File: src/rtl/plt_pkg.sv
// Shared types, request and status codes for the positional list table.
// Used by plt_ctrl, plt_dp, positional_list_table_unit, plt_checker and tb_top.
package plt_pkg;

  typedef logic [1:0] req_t;
  localparam req_t REQ_GET = 2'd0;
  localparam req_t REQ_LOC = 2'd1;
  localparam req_t REQ_INS = 2'd2;
  localparam req_t REQ_DEL = 2'd3;

  typedef logic [1:0] st_t;
  localparam st_t ST_OK   = 2'd0;
  localparam st_t ST_POS  = 2'd1;
  localparam st_t ST_FULL = 2'd2;

  typedef struct packed {
    logic load;
    logic chk;
    logic init;
    logic rd;
    logic step;
    logic wr_shift;
    logic wr_term;
    logic cmp;
    logic cap;
    logic out_load;
  } cmd_t;

  typedef struct packed {
    req_t req;
    logic err;
    logic more;
  } sts_t;

  function automatic logic coef_is_nan(input logic [31:0] w);
    return (w[30:23] == 8'hFF) && (w[22:0] != 23'd0);
  endfunction

  function automatic logic coef_equal(input logic [31:0] a, input logic [31:0] b);
    if (coef_is_nan(a) || coef_is_nan(b)) begin
      return 1'b0;
    end
    if ((a[30:0] == 31'd0) && (b[30:0] == 31'd0)) begin
      return 1'b1;
    end
    return a == b;
  endfunction

endpackage

File: src/rtl/plt_ctrl.sv
// Request sequencer for the positional list table.
// Depends on plt_pkg; drives plt_dp through cmd_t and reads sts_t.
module plt_ctrl (
  input  logic          clk,
  input  logic          rst_n,
  input  logic          in_valid,
  output logic          in_ready,
  output logic          out_valid,
  input  logic          out_ready,
  input  plt_pkg::sts_t sts,
  output plt_pkg::cmd_t cmd
);
  import plt_pkg::*;

  localparam logic [2:0] S_IDLE   = 3'd0;
  localparam logic [2:0] S_DECODE = 3'd1;
  localparam logic [2:0] S_SCAN   = 3'd2;
  localparam logic [2:0] S_GRD    = 3'd3;
  localparam logic [2:0] S_GCAP   = 3'd4;
  localparam logic [2:0] S_TERM   = 3'd5;
  localparam logic [2:0] S_FINISH = 3'd6;

  logic [2:0] state_r, state_nxt;
  logic       pend_r, pend_nxt;
  logic       out_valid_r, out_valid_nxt;

  always_comb begin
    cmd       = '0;
    state_nxt = state_r;
    pend_nxt  = 1'b0;
    unique case (state_r)
      S_IDLE: begin
        cmd.load = in_valid;
        if (in_valid) begin
          state_nxt = S_DECODE;
        end
      end
      S_DECODE: begin
        cmd.chk  = 1'b1;
        cmd.init = 1'b1;
        if (sts.err) begin
          state_nxt = S_FINISH;
        end else if (sts.req == REQ_GET) begin
          state_nxt = S_GRD;
        end else begin
          state_nxt = S_SCAN;
        end
      end
      S_SCAN: begin
        cmd.rd       = sts.more;
        cmd.step     = sts.more;
        pend_nxt     = sts.more;
        cmd.wr_shift = pend_r && ((sts.req == REQ_INS) || (sts.req == REQ_DEL));
        cmd.cmp      = pend_r && (sts.req == REQ_LOC);
        if (!sts.more && !pend_r) begin
          state_nxt = (sts.req == REQ_INS) ? S_TERM : S_FINISH;
        end
      end
      S_GRD: begin
        cmd.rd    = 1'b1;
        state_nxt = S_GCAP;
      end
      S_GCAP: begin
        cmd.cap   = 1'b1;
        state_nxt = S_FINISH;
      end
      S_TERM: begin
        cmd.wr_term = 1'b1;
        state_nxt   = S_FINISH;
      end
      S_FINISH: begin
        if (!out_valid_r || out_ready) begin
          cmd.out_load = 1'b1;
          state_nxt    = S_IDLE;
        end
      end
      default: begin
        state_nxt = S_IDLE;
      end
    endcase
  end

  always_comb begin
    out_valid_nxt = out_valid_r;
    if (cmd.out_load) begin
      out_valid_nxt = 1'b1;
    end else if (out_ready) begin
      out_valid_nxt = 1'b0;
    end
  end

  always_ff @(posedge clk) begin
    if (!rst_n) begin
      state_r     <= S_IDLE;
      pend_r      <= 1'b0;
      out_valid_r <= 1'b0;
    end else begin
      state_r     <= state_nxt;
      pend_r      <= pend_nxt;
      out_valid_r <= out_valid_nxt;
    end
  end

  assign in_ready  = (state_r == S_IDLE);
  assign out_valid = out_valid_r;

endmodule

File: config.mk
export PLATFORM = sky130hd
export DESIGN_NAME = plt_ctrl
export DESIGN_NICKNAME = d
export VERILOG_FILES = /design/src/rtl/plt_pkg.sv /design/src/rtl/plt_ctrl.sv
export SDC_FILE = /design/constraint.sdc
export NUM_CORES = 1
export LEC_CHECK = 0
export BUFFER_PORTS_ARGS = -buffer_cell sky130_fd_sc_hd__buf_2
export CAP_MARGIN = 40
export CORE_AREA = 2 2 39 41
export DETAILED_ROUTE_END_ITERATION = 8
export DIE_AREA = 0 0 41 43
export HOLD_SLACK_MARGIN = 0.08
export PLACE_DENSITY = 0.65
export SYNTH_ARGS = -nofsm -noshare
export SYNTH_HDL_FRONTEND = slang
export SYNTH_SLANG_ARGS = --single-unit
File: constraint.sdc
create_clock -name clk -period 2.55 [get_ports clk]
set_clock_uncertainty 0.15 [all_clocks]
set_input_delay 0.51 -clock clk [delete_from_list [all_inputs] [get_ports clk]]
set_output_delay 0.51 -clock clk [all_outputs]
set_load 0.05 [all_outputs]
== Yosys cells after proc, flatten, opt, wreduce, memory -nomap -nowiden ==
Index checks and enable logic that the tools add are counted.
W data, S select, Z words.
Operators by class
  equality and inequality tests: 12
  reductions and logical operators: 14
  multiplexer cells: 18
Operators by type and width (number)
  $pmux W3 S6: 1
  $mux W3: 4
  $eq A3 B3 Y1 const B: 3
  $mux W1: 9
  $eq A3 B2 Y1 const B: 2
  $mux W2: 3
  $ne A2 B2 Y1 const B: 3
  $eq A2 B2 Y1 const B: 2
  $eq A3 B1 Y1 const B: 1
  $logic_and A1 B1 Y1: 3
  $logic_not A1 Y1: 3
  $logic_not A3 Y1: 1
  $reduce_and A3 Y1: 1
  $eq A2 B1 Y1 const B: 1
  $logic_not A2 Y1: 1
  $logic_or A1 B1 Y1: 2
  $pmux W1 S2: 1
  $reduce_and A2 Y1: 1
  $reduce_bool A2 Y1: 1
  $reduce_or A2 Y1: 1
Storage, ports and cells
  bits of input ports: 8
  bits in registers: 5
  output and inout port bits: 12

== Depth between registers and ports, before layout ==
Gate-level depths: netlist (run 1).
  depth after elaboration: 5
  depth in mapped cells: 4
  depth with buffers taken out: 3

== Least setup slack after synthesis (run 1) ==
OpenSTA, ideal clock, no wires.
  kind: reg-to-output
  from: reg state_r[2]
  to: out cmd[9] (netlist name)
  cell stages (with the launch flop): 4
  arrival time: 2.224 ns
  buffers on the path: 1
  setup slack: -0.334 ns
  data required time: 1.890 ns
  path through: dfxtp_1 -> buf_4 -> nor3_1 -> and2_1
RTL lines
  start: declaration: RTL line plt_ctrl.sv:23  | logic [2:0] state_r, state_nxt;
  start signal: assignment: RTL line plt_ctrl.sv:98  | state_r <= state_nxt;
  end: declaration: RTL line plt_ctrl.sv:11  | output plt_pkg::cmd_t cmd

==> results.py, run 1 <==
metrics = {
    "outcome": {
        "outcome": "complete, no violations",
    },
    "final_layout": {
        "syn_to_final_growth_pct": 37.04,
        "utilization_pct": 36.80,
        "fin_area_um2": 509.2,
        "diodes": 0,
        "drive_above_1_share_pct": 43.75,
        "nets": 73,
    },
    "worst_hold_path": {
        "hold_end": "state_r[0]$_SDFFE_PN0P_",
        "min-delay-start": "in_valid",
        "min_delay_path_depth": 3,
        "hp-class": "in2reg",
    },
    "logic_synthesis": {
        "async_flop_share_pct": 0,
        "yosysTopAreaCell": "dfxtp_1",
        "syn_avg_cell_area_um2": 8.446,
        "synth_ff_type": "dfxtp_1",
        "yosysSeqAreaShare_pct": 26.94,
        "synthCells": 44,
        "ys_types": 23,
        "synth_top_cell_area_share_pct": 26.94,
        "yosys-top-cells-count": "dfxtp_1, nor2_1, nor3b_1",
        "synth-edff-count": 0,
        "syn_area_um2": 371.6,
        "ys_ff_latch": 5,
        "synth_nets": 52,
        "ys_warn_count": 0,
        "yosys-top-cells-area": "dfxtp_1, nor3b_1, buf_4",
    },
    "timing": {
        "rsz0062_at_grt": "false",
        "slew_headroom_pct": 72.75,
        "min_period_ns": 2.282,
        "setup_slack_ns": 0.2680,
        "tightest_slew_ns": 0.4081,
        "report.final.slew_viol_count": 0,
        "fmax_ghz": 0.4382,
        "setup_viol": 0,
        "period_share_pct": 89.49,
        "tns_ns": 0,
        "finalHoldViolCount": 0,
    },
    "drt": {
        "routed_wl_um": 873,
        "wire_per_inst_um": 10.91,
        "drcViolationCount": 0,
        "vias": 399,
        "wl_met1_um": 364,
        "drt-pass1-iter-count": 3,
        "vias_per_cell": 4.988,
        "postRouteAntennaNets": 0,
        "first_iter_violations": 4,
        "met3_length_um": 71,
        "route.met2.wl_um": 437,
        "dr.max_layer_used": "met3",
    },
    "power": {
        "combPwrFrac_pct": 67.3,
        "leakage_nw": 0.2631,
        "p_sw_share_pct": 55.06,
        "p_int_mw": 0.3100,
        "p_total_mw": 0.6899,
        "clockPowerShare_pct": 13.3,
        "seqPwrFrac_pct": 19.4,
        "p_sw_mw": 0.3799,
        "powerDensity_nw_per_um2": 1355,
        "irDropWorstVdd_mv": 0.4371,
    },
    "floorplanning": {
        "core_um2": 1384,
        "num_rows": 14,
        "die_w_um": 41,
        "die_y_um": 43,
        "dieArea_um2": 1763,
        "pin_count": 20,
        "start_util_pct": 26.85,
    },
    "cts": {
        "cts_resized": 0,
        "cts_sinks": 5,
        "post_cts_buffers": 0,
        "cts_tree": "yes",
        "cts.clk_slew.worst_paths_ns": 0.04,
        "cts_hold_buf": 0,
        "cts_made_buffers": 3,
        "clk_path_buf_depth": 2,
        "clk_latency_ns": 0.24,
        "root_buffer": "clkbuf_4",
        "cts-htree-levels": 1,
    },
    "critical_path": {
        "cp.arrival_ns": 1.62,
        "critPathRequiredTime_ns": 1.89,
        "critPathCaptureType": "output pin",
        "path_buf_inv": 1,
        "reg2reg_from": "state_r[1]$_SDFFE_PN0P_",
        "crit_chain": "nor3b_2 > and4b_1 > buf_2",
        "worstSetupStartpointType": "flip-flop",
        "r2r_end": "state_r[1]$_SDFFE_PN0P_",
        "critPathMaxFanout": 13,
        "slowest_delay_ns": 0.56,
        "path_class": "reg2out",
        "r2r_slack_ns": 1.06,
        "ff2ff_path_depth": 3,
        "cp_top_family": "flip-flops",
        "cp_slowest_cell": "dfxtp_1",
    },
    "placement": {
        "dp_hpwl_um": 652.7,
        "gp_congestion": 0.7820,
        "placed_area_um2": 478.0,
        "preCtsSetupSlack_ns": 0.4076,
        "portBuffers": 19,
    },
    "global_routing": {
        "grt_antenna_before_repair": 0,
        "overflow": 0,
        "grt_pass1_vias": 316,
        "grt_pass1_wl_mm": 1.200,
        "grt_max_degree": 14,
        "grt_usage_pct": 10.45,
    },
    "job": {
        "maxCapViolations": 0,
    },
}
-- stage by stage --
stage               std cells  hold WS [ns]
CTS                        80        0.3870
finish                     80        0.3888
global placement           76        0.4056
global route               80        0.3914
detailed placement         76        0.4043
floorplan                  44        0.3978
-- worst min-delay path: stages --
cell and delay [ns]:
buf_2 0.10, inv_1 0.06, a2111oi_2 0.06
-- power groups by stage --
stage	combinational (mW)	sequential, mW	clock (mW)
2_1_floorplan	0.395	0.125	0
3_3_place_gp	0.458	0.132	0
3_5_place_dp	0.462	0.132	0
4_1_cts	0.465	0.131	0.0976
5_1_grt	0.497	0.137	0.106
6_report	0.464	0.134	0.0919
-- area by class of cell --
| type | instances | area (um^2) |
|---|---|---|
| Clock buffer | 4 | 26.28 |
| Fill cell | 156 | 874.6 |
| Inverter | 1 | 3.754 |
| Multi-Input combinational cell | 33 | 249.0 |
| Sequential cell | 5 | 100.1 |
| Tap cell | 16 | 20.02 |
| Timing Repair Buffer | 21 | 110.1 |
-- sequential cells by signal, indices dropped and copies added, names as in the netlist --
signal	flops
state_r	3
out_valid	1
pend_r	1
-- per-layer routing --
metal / global-route usage, % / vias to the layer above
li1: - / 199
met1: 10.97 / 185
met2: 16.25 / 15
met3: 6.283 / 0
met4: 4.000 / 0
met5: 0 / -
-- layout by cell type (no fill, tap or decap) --
| cell | n |
|---|---|
| buf_2 | 19 |
| and3b_1 | 1 |
| nand2b_1 | 3 |
| nor2b_1 | 1 |
| nor3b_2 | 2 |
| a221o_1 | 1 |
| o22a_1 | 1 |
| clkbuf_4 | 3 |
| o211ai_1 | 1 |
| o41a_1 | 1 |
| nor3_2 | 1 |
| and2b_1 | 1 |
| nor3b_1 | 3 |
| nor2_1 | 5 |
| inv_1 | 1 |
| a2111oi_2 | 1 |
| clkbuf_1 | 1 |
| o21bai_1 | 1 |
| o31a_1 | 1 |
| and2_1 | 2 |
| buf_4 | 2 |
| a21boi_0 | 1 |
| nand3b_1 | 1 |
| dfxtp_1 | 5 |
| and4b_1 | 1 |
| and3_1 | 4 |
-- worst max path at each step --
stage	start	to	slack [ns]	cells after the start
global route	state_r[1]$_SDFFE_PN0P_	cmd[2]	0.14	3
global placement	state_r[1]$_SDFFE_PN0P_	cmd[2]	0.48	3
CTS	state_r[1]$_SDFFE_PN0P_	cmd[2]	0.13	3
floorplan	state_r[1]$_SDFFE_PN0P_	cmd[6]	0.08	2
finish	state_r[1]$_SDFFE_PN0P_	cmd[2]	0.27	3
detailed placement	state_r[1]$_SDFFE_PN0P_	cmd[2]	0.41	3
-- cell families (layout without fill, tap and decap cells) --
| kind of cell | count (synthesis) | count (layout) | share of synthesized area (%) |
|---|---|---|---|
| buf+inv | 6 | 26 | 10.10 |
| compound gates | 8 | 8 | 20.54 |
| simple gates | 25 | 25 | 42.43 |
| flops | 5 | 5 | 26.94 |
Note: power is estimated with default switching activity, not from simulation.
==> run 2, diff against run 1 <==
Clock period 2.55 ns to 2.4 ns, I/O delays scaled along.
==> run 2 against run 1 <==
  * First-iteration DRC count up 25%
  * Clock power up 3.2%
  * Worst setup slack better by 0.052 ns
  * Register-to-register slack worse by 0.03 ns
  * Global-route usage up 1.3 points
  * Count of clock-buffer cells in the layout down 1
  * Flip-flop and latch count unchanged
  * Non-clock buffer count up 1
  * Cell area up 1.7%
  * Highest routed layer is now met4
  * Total power up 5.8%
  * Sequential power down 9.7%
==> results.py, run 2 (same netlist as run 1, synthesis figures left out) <==
metrics = {
    "critical_path": {
        "critPathMaxFanout": 5,
        "worstSetupStartpointType": "flip-flop",
        "critPathRequiredTime_ns": 1.77,
        "critPathCaptureType": "output pin",
        "cp.arrival_ns": 1.45,
        "path_class": "reg2out",
    },
    "final_layout": {
        "drive_above_1_share_pct": 46.15,
        "final_common_cell": "buf_2",
        "top_register": "state_r",
        "n_fill_cell": 156,
        "syn_to_final_growth_pct": 39.39,
        "diodes": 0,
        "final_cell_mix": "buf_2, nor2_1, dfxtp_1",
        "nets": 74,
        "largest_register_ff_count": 3,
    },
    "global_routing": {
        "grt_antenna_before_repair": 0,
        "grt_usage_pct": 11.75,
        "grt_pass1_wl_mm": 1.373,
        "grt_max_degree": 14,
        "overflow": 0,
        "grt_pass1_vias": 342,
    },
    "drt": {
        "first_iter_violations": 5,
        "drcViolationCount": 0,
        "wire_per_inst_um": 9.914,
        "vias": 388,
        "routed_wl_um": 803,
        "vias_per_cell": 4.790,
        "postRouteAntennaNets": 0,
        "drt-pass1-iter-count": 2,
    },
    "placement": {
        "gp_congestion": 0.7529,
        "portBuffers": 19,
        "dp_hpwl_um": 662.1,
    },
    "floorplanning": {
        "num_rows": 14,
        "start_util_pct": 26.85,
        "core_um2": 1384,
        "die_y_um": 43,
        "die_w_um": 41,
        "pin_count": 20,
        "dieArea_um2": 1763,
    },
    "power": {
        "p_sw_mw": 0.3968,
        "p_total_mw": 0.7303,
        "seqPwrFrac_pct": 16.5,
        "irDropWorstVdd_mv": 0.4960,
        "clockPowerShare_pct": 13.0,
        "leakage_nw": 0.2704,
        "p_sw_share_pct": 54.34,
        "powerDensity_nw_per_um2": 1410,
        "combPwrFrac_pct": 70.5,
        "p_int_mw": 0.3335,
    },
    "timing": {
        "rsz0062_at_grt": "false",
        "tns_ns": 0,
        "fmax_ghz": 0.4808,
        "setup_viol": 0,
        "finalHoldViolCount": 0,
        "tightest_slew_ns": 0.4254,
        "report.final.slew_viol_count": 0,
        "min_period_ns": 2.080,
        "slew_headroom_pct": 71.58,
        "period_share_pct": 86.66,
    },
    "cts": {
        "cts_hold_buf": 0,
        "cts_sinks": 5,
        "cts-htree-levels": 1,
        "cts.clk_slew.worst_paths_ns": 0.05,
        "post_cts_buffers": 0,
        "cts_resized": 0,
        "cts_tree": "yes",
        "clk_latency_ns": 0.24,
        "cts_made_buffers": 3,
        "clk_path_buf_depth": 2,
        "root_buffer": "clkbuf_4",
    },
    "worst_hold_path": {
        "hp-class": "in2reg",
    },
    "job": {
        "maxCapViolations": 0,
    },
    "outcome": {
        "outcome": "complete, no violations",
    },
}
## run 2: changes by cell type in the layout (fill, tap and decap cells not counted)
cell | before | now
buf_4 | 2 | 3
clkbuf_1 | 1 | 0
clkinv_2 | 0 | 1
## run 2: cell type report
cell class / count / area (um^2) / area share [%]
Timing Repair Buffer: 22 / 117.6 / 22.71
Inverter: 1 / 3.754 / 0.7246
Clock buffer: 3 / 22.52 / 4.348
Sequential cell: 5 / 100.1 / 19.32
Clock inverter: 1 / 5.005 / 0.9662
Multi-Input combinational cell: 33 / 249.0 / 48.07
Tap cell: 16 / 20.02 / 3.865
## run 2: stage by stage
stage	util, %	std cells	area [um^2]	worst slack [ns]	hold WS (ns)
finish	37.43	81	518.0	0.3201	0.3556
global route	37.43	81	518.0	0.1380	0.3617
CTS	37.43	81	518.0	0.2907	0.3496
detailed placement	35.44	77	490.5	0.5634	0.4183
global placement	35.44	77	490.5	0.6328	0.4075
floorplan	-	44	386.6	0.05578	0.3978
## run 2: routing by layer
metal / vias up / part of all wire [%] / global-route usage (%)
li1: 200 / - / -
met1: 176 / 42 / 13.50
met2: 10 / 50 / 16.88
met5: - / 0 / 0
met4: 0 / 1.0 / 10.00
met3: 2 / 6.5 / 3.141
## run 2: power by group through the flow
stage               Sequential (mW)  Clock [mW]  Combinational (mW)
global route                  0.125       0.104               0.557
floorplan                     0.132           0               0.423
detailed placement            0.122           0               0.516
finish                        0.121      0.0948               0.515
CTS                           0.121       0.100               0.519
global placement              0.122           0               0.517
## run 2: final timing paths
path,from,endpoint,slack [ns],cells past startpoint
setup reg to reg,state_r[0]$_SDFFE_PN0P_,state_r[1]$_SDFFE_PN0P_,1.03,4
setup / recovery,state_r[2]$_SDFFE_PN0P_,cmd[2],0.32,3
hold reg to reg,out_valid$_SDFFE_PN0P_,out_valid$_SDFFE_PN0P_,0.41,2
hold / removal,in_valid,state_r[0]$_SDFFE_PN0P_,0.36,3
## run 2: worst max-delay path, cell delays in order, from the launching register on
cell and delay (ns):
dfxtp_1 0.31, nor3b_1 0.39, and4b_1 0.26, buf_2 0.26
==> run 3, diff against run 2 <==
Settings changed: CELL_PAD_IN_SITES_DETAIL_PLACEMENT from default to 0, CELL_PAD_IN_SITES_GLOBAL_PLACEMENT from default to 1, CORE_AREA 2 2 39 41 to default, CORE_MARGIN from default to 1, CORE_UTILIZATION from default to 28, DIE_AREA 0 0 41 43 to default, PLACE_DENSITY 0.65 to 0.84.
==> run 3 against run 2 <==
  * Maximum frequency is 0.99% higher
  * Count of clock-buffer cells in the layout grew 1
  * Register-to-register slack worse by 0.03 ns
  * Sequential power about the same
  * Clock power about the same
  * Worst hold slack improved by 0.0073 ns
  * Via count up 0.52%
  * Routed wire length is 6.7% higher
  * Core utilization up 6.5 points
  * Critical path type unchanged
  * Critical endpoint unchanged
  * Highest routed layer is now met3
==> results.py, run 3 (same netlist as run 1, synthesis figures left out) <==
metrics = {
    "critical_path": {
        "critPathCaptureType": "output pin",
        "reg2reg_from": "state_r[0]$_SDFFE_PN0P_",
        "cp.arrival_ns": 1.43,
        "critPathRequiredTime_ns": 1.77,
        "path_class": "reg2out",
        "worstSetupStartpointType": "flip-flop",
        "r2r_end": "state_r[1]$_SDFFE_PN0P_",
        "critPathMaxFanout": 5,
        "ff2ff_path_depth": 4,
        "r2r_slack_ns": 1.00,
    },
    "drt": {
        "drcViolationCount": 0,
        "drt-pass1-iter-count": 2,
        "wire_per_inst_um": 10.85,
        "routed_wl_um": 857,
        "postRouteAntennaNets": 0,
        "vias": 390,
        "first_iter_violations": 5,
        "vias_per_cell": 4.937,
    },
    "final_layout": {
        "nets": 74,
        "largest_register_ff_count": 3,
        "drive_above_1_share_pct": 44.62,
        "diodes": 0,
        "final_cell_mix": "buf_2, nor2_1, dfxtp_1",
        "stdcell_count": 79,
        "top_register": "state_r",
        "n_fill_cell": 125,
        "utilization_pct": 43.91,
        "syn_to_final_growth_pct": 38.38,
        "final_common_cell": "buf_2",
    },
    "timing": {
        "tns_ns": 0,
        "report.final.slew_viol_count": 0,
        "slew_headroom_pct": 72.59,
        "setup_viol": 0,
        "period_share_pct": 85.81,
        "fmax_ghz": 0.4856,
        "finalHoldViolCount": 0,
        "rsz0062_at_grt": "false",
        "min_period_ns": 2.059,
        "tightest_slew_ns": 0.4103,
    },
    "global_routing": {
        "grt_pass1_vias": 323,
        "grt_pass1_wl_mm": 1.345,
        "grt_antenna_before_repair": 0,
        "grt_usage_pct": 13.30,
        "grt_max_degree": 14,
        "overflow": 0,
    },
    "outcome": {
        "outcome": "complete, no violations",
    },
    "power": {
        "seqPwrFrac_pct": 16.5,
        "p_int_mw": 0.3358,
        "p_sw_share_pct": 54.39,
        "clockPowerShare_pct": 12.9,
        "irDropWorstVdd_mv": 0.4645,
        "powerDensity_nw_per_um2": 1432,
        "combPwrFrac_pct": 70.7,
        "p_sw_mw": 0.4004,
        "leakage_nw": 0.2677,
    },
    "placement": {
        "portBuffers": 19,
        "dp.cells": 75,
        "dp_hpwl_um": 668.7,
        "gp_congestion": 0.7732,
    },
    "job": {
        "maxCapViolations": 0,
    },
    "worst_hold_path": {
        "min_delay_path_depth": 3,
        "min-delay-start": "in_valid",
        "hp-class": "in2reg",
        "hold_end": "state_r[0]$_SDFFE_PN0P_",
    },
    "cts": {
        "cts_sinks": 5,
        "cts_resized": 0,
        "cts.clk_slew.worst_paths_ns": 0.04,
        "cts_tree": "yes",
        "cts-htree-levels": 1,
        "root_buffer": "clkbuf_4",
        "clk_latency_ns": 0.23,
        "cts_hold_buf": 0,
        "cts_made_buffers": 3,
        "post_cts_buffers": 0,
        "clk_path_buf_depth": 2,
    },
    "floorplanning": {
        "die_w_um": 38.43,
        "pin_count": 20,
        "num_rows": 12,
        "start_util_pct": 31.73,
        "dieArea_um2": 1477,
        "die_y_um": 38.43,
        "core_um2": 1171,
    },
}
## run 3: cell count changes in the layout (fill, tap and decap cells not counted), sizes merged
cell	delta
clkbuf	+1
clkinv	-1
## run 3: critical path, cell delays in order, from the launching register on
cell     delay, ns
dfxtp_1       0.32
nor3b_1       0.37
and4b_1       0.25
buf_2         0.26
## run 3: final cells by class
| type | instances | area, um^2 | area share (%) |
|---|---|---|---|
| Tap cell | 14 | 17.52 | 3.406 |
| Timing Repair Buffer | 22 | 117.6 | 22.87 |
| Multi-Input combinational cell | 33 | 249.0 | 48.42 |
| Inverter | 1 | 3.754 | 0.7299 |
| Clock buffer | 4 | 26.28 | 5.109 |
| Sequential cell | 5 | 100.1 | 19.46 |
## run 3: metrics by stage
stage               area [um^2]  hold slack [ns]  setup slack (ns)  power [mW]
finish                    514.2           0.3629            0.3405      0.7362
detailed placement        488.0           0.4033            0.5625      0.6429
floorplan                 386.6           0.3978           0.05578      0.5554
global route              514.2           0.3731            0.2241      0.7854
global placement          488.0           0.4004            0.5985      0.6368
CTS                       514.2           0.3640            0.3116      0.7404
## run 3: layer usage
metal / up-vias / share of wire (%) / GRT usage [%]
met2: 14 / 47 / 22.46
met3: 0 / 6.1 / 3.488
met1: 173 / 47 / 15.90
met5: - / 0 / 0
li1: 203 / - / -
met4: 0 / 0 / 5.172
## run 3: worst max-delay path by stage
stage / from / to
CTS: state_r[1]$_SDFFE_PN0P_ / cmd[2]
floorplan: state_r[2]$_SDFFE_PN0P_ / cmd[9]
detailed placement: state_r[1]$_SDFFE_PN0P_ / cmd[2]
global route: state_r[1]$_SDFFE_PN0P_ / cmd[2]
finish: state_r[1]$_SDFFE_PN0P_ / cmd[2]
global placement: state_r[1]$_SDFFE_PN0P_ / cmd[2]
## run 3: power by group through the flow
stage / sequential, mW / clock (mW) / combinational (mW)
after floorplan: 0.132 / 0 / 0.423
after global placement: 0.121 / 0 / 0.516
after detailed placement: 0.123 / 0 / 0.520
after CTS: 0.121 / 0.0975 / 0.521
after global routing: 0.126 / 0.104 / 0.556
final: 0.121 / 0.0946 / 0.520
